**src/hdl/fov_pkg.sv**
```systemverilog
// Package for the find-or-insert value table: sizes, codes, types.
package fov_pkg;

  // table geometry
  localparam int DEPTH       = 16;
  localparam int VALUE_W     = 32;
  localparam int IDX_W       = (DEPTH > 1) ? $clog2(DEPTH) : 1;
  localparam int CNT_W       = $clog2(DEPTH + 1);
  localparam int CFG_W       = 5;
  localparam int INDEX_W     = 4;
  localparam int LIMIT_RESET = (DEPTH < 16) ? DEPTH : 16;

  // request commands
  localparam logic CMD_FIND  = 1'b0;
  localparam logic CMD_CLEAR = 1'b1;

  // control sequencer states
  typedef enum logic [1:0] {
    ST_IDLE,
    ST_SEARCH,
    ST_HOLD
  } state_t;

  // search token handed from cell to cell
  typedef struct packed {
    logic               vld;
    logic [VALUE_W-1:0] value;
    logic               done;
    logic               found;
    logic               added;
    logic [IDX_W-1:0]   idx;
  } link_t;

  // result of one request
  typedef struct packed {
    logic [INDEX_W-1:0] index;
    logic               found;
    logic               added;
    logic               full_res;
  } result_t;

endpackage

```
**src/hdl/fov_if.sv**
```systemverilog
// Request and result channel interfaces of the find-or-insert value table.
interface fov_in_if;
  logic                       valid;
  logic                       ready;
  logic                       cmd;
  logic [fov_pkg::VALUE_W-1:0] value;

  modport source (output valid, output cmd, output value, input ready);
  modport sink   (input valid, input cmd, input value, output ready);
endinterface

interface fov_out_if;
  logic                        valid;
  logic                        ready;
  logic [fov_pkg::INDEX_W-1:0] index;
  logic                        found;
  logic                        added;
  logic                        full_res;

  modport source (output valid, output index, output found, output added,
                  output full_res, input ready);
  modport sink   (input valid, input index, input found, input added,
                  input full_res, output ready);
endinterface

```
**src/hdl/fov_cell.sv**
```systemverilog
// One table cell: holds one entry and moves the search token one step.
module fov_cell (
  input  logic                      clk,
  input  logic                      rst_n,
  input  logic [fov_pkg::IDX_W-1:0] cell_idx,
  input  logic [fov_pkg::CNT_W-1:0] count,
  input  logic [fov_pkg::CNT_W-1:0] limit,
  input  fov_pkg::link_t            link_in,
  output fov_pkg::link_t            link_out
);

  logic [fov_pkg::VALUE_W-1:0] entry_r;
  fov_pkg::link_t              link_r;
  fov_pkg::link_t              link_nxt;
  logic                        wr_en;
  logic [fov_pkg::CNT_W-1:0]   pos;

  assign pos = fov_pkg::CNT_W'(cell_idx);

  // compare against an occupied entry, or claim the first free slot while the count is below the limit
  always_comb begin
    link_nxt = link_in;
    wr_en    = 1'b0;
    if (link_in.vld && !link_in.done) begin
      priority if (pos < count) begin
        if (entry_r == link_in.value) begin
          link_nxt.done  = 1'b1;
          link_nxt.found = 1'b1;
          link_nxt.idx   = cell_idx;
        end
      end else if (pos == count) begin
        link_nxt.done = 1'b1;
        if (count < limit) begin
          link_nxt.added = 1'b1;
          link_nxt.idx   = cell_idx;
          wr_en          = 1'b1;
        end
      end else begin
        link_nxt = link_in;
      end
    end
  end

  // advance the token
  always_ff @(posedge clk) begin
    if (!rst_n) begin
      link_r.vld <= 1'b0;
    end else begin
      link_r.vld <= link_nxt.vld;
    end
    link_r.value <= link_nxt.value;
    link_r.done  <= link_nxt.done;
    link_r.found <= link_nxt.found;
    link_r.added <= link_nxt.added;
    link_r.idx   <= link_nxt.idx;
  end

  // store the inserted value
  always_ff @(posedge clk) begin
    if (wr_en) begin
      entry_r <= link_in.value;
    end
  end

  assign link_out = link_r;

endmodule

```
**src/hdl/find_or_insert_value_table.sv**
```systemverilog
// Top level of the find-or-insert value table.
// Usage:
//   in_req (valid/ready) carries one request: cmd and value. A find request
//   searches the occupied entries in order and returns the lowest matching
//   index with found set; with no match it stores the value at the next
//   free slot (added) while the fill count is below capacity_limit, else it
//   returns full_res. A clear request zeroes the fill count.
//   out_res (valid/ready) returns exactly one result per request.
//   cfg_we/cfg_wdata write capacity_limit; values above the depth act as
//   the depth. Write it only while the block is idle.
// Timing:
//   A find request travels down a chain of DEPTH cells, one cell per cycle,
//   and its result is registered at the end of the chain. A clear result is
//   registered in the output register, or in the holding register on a stall.
//   One request is in flight at a time: a new one is taken only when idle.
//   The request channel is ready again once the result has left the chain,
//   even while that result still waits in the output register.
// Reset and stall:
//   Reset empties the table and sets capacity_limit to 16. A stalled
//   receiver holds the result steady; a second finished result waits in
//   a holding register and no new request is taken until it moves on.
module find_or_insert_value_table (
  input  logic                      clk,
  input  logic                      rst_n,
  fov_in_if.sink                    in_req,
  fov_out_if.source                 out_res,
  input  logic                      cfg_we,
  input  logic [fov_pkg::CFG_W-1:0] cfg_wdata
);

  fov_pkg::state_t           state_r;
  fov_pkg::state_t           state_nxt;
  logic [fov_pkg::CNT_W-1:0] count_r;
  logic [fov_pkg::CNT_W-1:0] limit_r;
  fov_pkg::link_t            links [fov_pkg::DEPTH+1];
  fov_pkg::link_t            tail;
  fov_pkg::result_t          res;
  fov_pkg::result_t          pend_r;
  fov_pkg::result_t          out_r;
  logic                      out_valid_r;
  logic                      accept;
  logic                      is_clear;
  logic                      done;
  logic                      out_free;

  assign accept   = in_req.valid && in_req.ready;
  assign is_clear = (in_req.cmd == fov_pkg::CMD_CLEAR);
  assign tail     = links[fov_pkg::DEPTH];
  assign done     = (accept && is_clear) || tail.vld;
  assign out_free = !out_valid_r || out_res.ready;

  // inject a find request at the head of the chain
  always_comb begin
    links[0]       = '0;
    links[0].vld   = accept && !is_clear;
    links[0].value = in_req.value;
  end

  // row of cells
  for (genvar k = 0; k < fov_pkg::DEPTH; k++) begin : g_cell
    fov_cell u_cell (
      .clk      (clk),
      .rst_n    (rst_n),
      .cell_idx (fov_pkg::IDX_W'(k)),
      .count    (count_r),
      .limit    (limit_r),
      .link_in  (links[k]),
      .link_out (links[k+1])
    );
  end

  // form the result; an unresolved token means no room
  always_comb begin
    res = '0;
    if (tail.vld) begin
      res.found    = tail.found;
      res.added    = tail.added;
      res.full_res = !tail.found && !tail.added;
      if (tail.found || tail.added) begin
        res.index = fov_pkg::INDEX_W'(tail.idx);
      end
    end
  end

  // next state
  always_comb begin
    state_nxt = state_r;
    unique case (state_r)
      fov_pkg::ST_IDLE: begin
        if (accept) begin
          if (!is_clear) begin
            state_nxt = fov_pkg::ST_SEARCH;
          end else if (!out_free) begin
            state_nxt = fov_pkg::ST_HOLD;
          end
        end
      end
      fov_pkg::ST_SEARCH: begin
        if (tail.vld) begin
          state_nxt = out_free ? fov_pkg::ST_IDLE : fov_pkg::ST_HOLD;
        end
      end
      fov_pkg::ST_HOLD: begin
        if (out_free) begin
          state_nxt = fov_pkg::ST_IDLE;
        end
      end
      default: state_nxt = fov_pkg::ST_IDLE;
    endcase
  end

  // outputs of the sequencer
  always_comb begin
    in_req.ready = (state_r == fov_pkg::ST_IDLE);
  end

  always_ff @(posedge clk) begin
    if (!rst_n) begin
      state_r <= fov_pkg::ST_IDLE;
    end else begin
      state_r <= state_nxt;
    end
  end

  // fill count and capacity limit
  always_ff @(posedge clk) begin
    if (!rst_n) begin
      count_r <= '0;
      limit_r <= fov_pkg::CNT_W'(fov_pkg::LIMIT_RESET);
    end else begin
      if (accept && is_clear) begin
        count_r <= '0;
      end else if (tail.vld && tail.added) begin
        count_r <= count_r + 1'b1;
      end
      if (cfg_we) begin
        if (32'(cfg_wdata) > 32'(fov_pkg::DEPTH)) begin
          limit_r <= fov_pkg::CNT_W'(fov_pkg::DEPTH);
        end else begin
          limit_r <= fov_pkg::CNT_W'(cfg_wdata);
        end
      end
    end
  end

  // output register and holding register
  always_ff @(posedge clk) begin
    if (!rst_n) begin
      out_valid_r <= 1'b0;
    end else if (out_free) begin
      out_valid_r <= done || (state_r == fov_pkg::ST_HOLD);
    end
  end

  always_ff @(posedge clk) begin
    if (out_free) begin
      if (state_r == fov_pkg::ST_HOLD) begin
        out_r <= pend_r;
      end else begin
        out_r <= res;
      end
    end else if (done) begin
      pend_r <= res;
    end
  end

  assign out_res.valid    = out_valid_r;
  assign out_res.index    = out_r.index;
  assign out_res.found    = out_r.found;
  assign out_res.added    = out_r.added;
  assign out_res.full_res = out_r.full_res;

endmodule

```
**src/flat_wrapper.sv**
```systemverilog
// flat-port wrapper written by rule: the top's interface ports become plain ports
module find_or_insert_value_table_flat 
  (clk, rst_n, cfg_we, cfg_wdata, in_req_valid, in_req_cmd, in_req_value, in_req_ready, out_res_valid, out_res_index, out_res_found, out_res_added, out_res_full_res, out_res_ready);
  fov_in_if in_req_i ();
  fov_out_if out_res_i ();
  input  logic clk;
  input  logic rst_n;
  input  logic cfg_we;
  input  logic [fov_pkg::CFG_W-1:0] cfg_wdata;
  input wire logic [$bits(in_req_i.valid)-1:0] in_req_valid;
  input wire logic [$bits(in_req_i.cmd)-1:0] in_req_cmd;
  input wire logic [$bits(in_req_i.value)-1:0] in_req_value;
  output wire logic [$bits(in_req_i.ready)-1:0] in_req_ready;
  output wire logic [$bits(out_res_i.valid)-1:0] out_res_valid;
  output wire logic [$bits(out_res_i.index)-1:0] out_res_index;
  output wire logic [$bits(out_res_i.found)-1:0] out_res_found;
  output wire logic [$bits(out_res_i.added)-1:0] out_res_added;
  output wire logic [$bits(out_res_i.full_res)-1:0] out_res_full_res;
  input wire logic [$bits(out_res_i.ready)-1:0] out_res_ready;
  assign in_req_i.valid = in_req_valid;
  assign in_req_i.cmd = in_req_cmd;
  assign in_req_i.value = in_req_value;
  assign in_req_ready = in_req_i.ready;
  assign out_res_valid = out_res_i.valid;
  assign out_res_index = out_res_i.index;
  assign out_res_found = out_res_i.found;
  assign out_res_added = out_res_i.added;
  assign out_res_full_res = out_res_i.full_res;
  assign out_res_i.ready = out_res_ready;
  find_or_insert_value_table u_core (.clk(clk), .rst_n(rst_n), .in_req(in_req_i), .out_res(out_res_i), .cfg_we(cfg_we), .cfg_wdata(cfg_wdata));
endmodule
```
**config.mk**
```make
export PLATFORM = sky130hd
export DESIGN_NAME = find_or_insert_value_table_flat
export DESIGN_NICKNAME = d
export VERILOG_FILES = /design/src/hdl/fov_pkg.sv /design/src/hdl/fov_if.sv /design/src/hdl/fov_cell.sv /design/src/hdl/find_or_insert_value_table.sv /design/src/flat_wrapper.sv
export SDC_FILE = /design/constraint.sdc
export NUM_CORES = 1
export LEC_CHECK = 0
export BUFFER_PORTS_ARGS = -buffer_cell sky130_fd_sc_hd__buf_2
export CAP_MARGIN = 20
export CORE_UTILIZATION = 49
export DETAILED_ROUTE_END_ITERATION = 7
export HOLD_SLACK_MARGIN = 0.1
export PLACE_DENSITY_LB_ADDON = 0.15
export SETUP_SLACK_MARGIN = 0.4
export SLEW_MARGIN = 25
export SYNTH_ARGS = -nofsm -noshare
export SYNTH_HDL_FRONTEND = slang
export SYNTH_HIERARCHICAL = 1
export SYNTH_SLANG_ARGS = --single-unit
```
**constraint.sdc**
```tcl
create_clock -name clk -period 5.7 [get_ports clk]
set_input_delay 0.285 -clock clk [delete_from_list [all_inputs] [get_ports clk]]
set_output_delay 0.285 -clock clk [all_outputs]
set_load 0.1 [all_outputs]
```
==> results.toml <==
[status]
outcome = "finished, final reports clean"

[clock_network]
tritoncts = "built"
clk_latency_ns = 0.67
cts.path.max_buffers = 3
cts_made_buffers = 109
ctsHoldBuffers = 50
cts.sinks = 1146
post_cts_buffers = 0
htree_num_levels = 3
clk_pin_slew_worst_paths_ns = 0.06
cts_root_buf = "clkbuf_16"
cts-resized-gates = 0

[placed_design]
gp_congestion = 0.7750
numPortBuffers = 51
placedCellCount = 4389
hpwl_mm = 53.25
place_ws_ns = 2.036

[sta]
hold_viol = 0
timing.final.ws_setup_ns = 2.094
min_period_ns = 3.606
clock.fmax_mhz = 277.4
fin_crit_sh_pct = 63.26
setup_violations = 0
worst_pin_slew_ns = 0.9854
skew_ns = 0.03418
rsz0062_at_grt = "no"
relSlewSlack_pct = 33.70
setup_tns_ns = 0
slew_viol_final = 0

[layout]
stdcell_count = 4647
ff_latch_area_um2 = 28210
diodes = 0
fill_cells = 6651
most-common-layout-cells = "619 x dfxtp_1, 526 x edfxtp_1, 288 x xnor2_1"
area_growth_pct = 16.31
drive_gt1_share_pct = 12.13
multi_input_area_um2 = 14390
final_nets = 3578
layout_commonest_cell = "dfxtp_1"

[route]
dr_total_vias = 23310
drt_iter0_drc = 1167
routed_wl_mm = 75.17
first_pass_iters = 5
viasPerCell = 5.017
drc = 0
antenna_left = 0
wl_per_cell_um = 16.18

[critical_path]
rrSetupSlack_ns = 2.09
worstSetupPathType = "flip-flop to flip-flop"
slowest_delay_ns = 0.90
worstPathCellList = "inv_1 -> ha_1 -> nand3_1 -> or4b_4 -> a311oi_4 -> and2_2"
cp_max_fo = 33
cp-start-kind = "flip-flop"
crit_path_top_delay_cell = "dfxtp_1"
cp_top_family = "simple AND/OR/NAND/NOR gates"
endpoint_kind = "flip-flop"
path_buf_inv = 1
worstPathRequired_ns = 6.00
crit_arrival_ns = 3.90

[yosys]
syn-mean-instance-area_um2 = 14.11
syn_area_um2 = 42750
netlist_instances = 3029
synth_warnings = 6

[floorplanning]
die_h_um = 297.4
rows = 107
design.die.area_um2 = 88420
fp.dieW_um = 297.4
core_area_um2 = 85820
pin_count = 52
initial_core_util_pct = 49.81

[global_routing]
busiest_layer = "met2"
grt_max_degree = 51
grt_pass1_wl_mm = 123.5
antenna_found_initial = 0
use_met2_pct = 30.92
met1_usage_pct = 20.77
grtUsageMet3_pct = 2.812
grt_usage_pct = 17.08
grt_pass1_vias = 24180
overflow = 0

[power_and_ir_drop]
p_comb_share_pct = 3.4
powerDensity_nw_per_um2 = 348.2
total_power_uw = 17310
ir_worst_vdd_uv = 304.5
p_int_uw = 13780
p_leak_uw = 0.01867
seqPwrFrac_pct = 51.9
clkPwrFrac_pct = 44.7
swShare_pct = 20.39
power_switching_uw = 3530

[worst_hold_path]
min_path_type = "primary input to flip-flop"

[flow_run]
cap_violations = 0
==> power by group through the flow <==
stage	Combinational [µW]	Sequential, µW	Clock (µW)
after floorplan	414	9110	0
after global placement	515	9160	0
after detailed placement	540	9170	0
after CTS	572	8990	7930
after global routing	645	9020	8270
final	581	8990	7740
==> per-stage QoR <==
step	utilization, %	cell area [µm²]	hold slack (ns)
CTS	57.88	49670	0.1447
detailed placement	52.60	45140	0.3662
global placement	52.59	45130	0.3680
global route	57.93	49720	0.1785
finish	57.93	49720	0.1845
floorplan	-	43350	0.3127
==> layout make-up <==
| class | instances | area share [%] |
|---|---|---|
| clock buffer | 151 | 6.418 |
| clock inverter | 57 | 1.679 |
| inverter | 210 | 1.586 |
| multi-input combinational | 1822 | 28.93 |
| sequential | 1146 | 56.74 |
| tap | 1144 | 2.879 |
| timing repair buffer | 117 | 1.762 |
==> final timing paths <==
path,start,endpoint,cells after the start
setup reg to reg,u_core/count_r[1],u_core/g_cell[2].u_cell/entry_r[26],6
setup / recovery,u_core/count_r[1],u_core/g_cell[2].u_cell/entry_r[26],6
hold reg to reg,u_core/g_cell[1].u_cell/link_out[16],u_core/g_cell[2].u_cell/link_out[16],0
hold / removal,rst_n,u_core/out_res.valid,2
==> worst reg2reg max path, cell delays in order, from the launching register on <==
cell and delay (ns):
dfxtp_1 0.90, inv_1 0.12, ha_1 0.32, nand3_1 0.07, or4b_4 0.51, a311oi_4 0.56
and2_2 0.73
==> routing by layer <==
metal | part of all wire, % | vias up | routed length, µm
met2 | 51 | 372 | 38290
met3 | 3.6 | 121 | 2688
met4 | 2.0 | 0 | 1501
met5 | 0 | - | 0
li1 | - | 11550 | -
met1 | 43 | 11270 | 32690
==> state kept, by name (all words and copies together), names as in the netlist <==
register                       cells
u_core/count_r                     5
u_core/out_res.full_res            1
u_core/g_cell.u_cell/link_out    607
u_core/state_r                     2
u_core/limit_r                     5
u_core/out_res.index               4
u_core/out_res.found               1
u_core/pend_r                      7
u_core/out_res.added               1
u_core/out_res.valid               1
u_core/g_cell.u_cell/entry_r     512
Power figures use the tool's default switching activity.
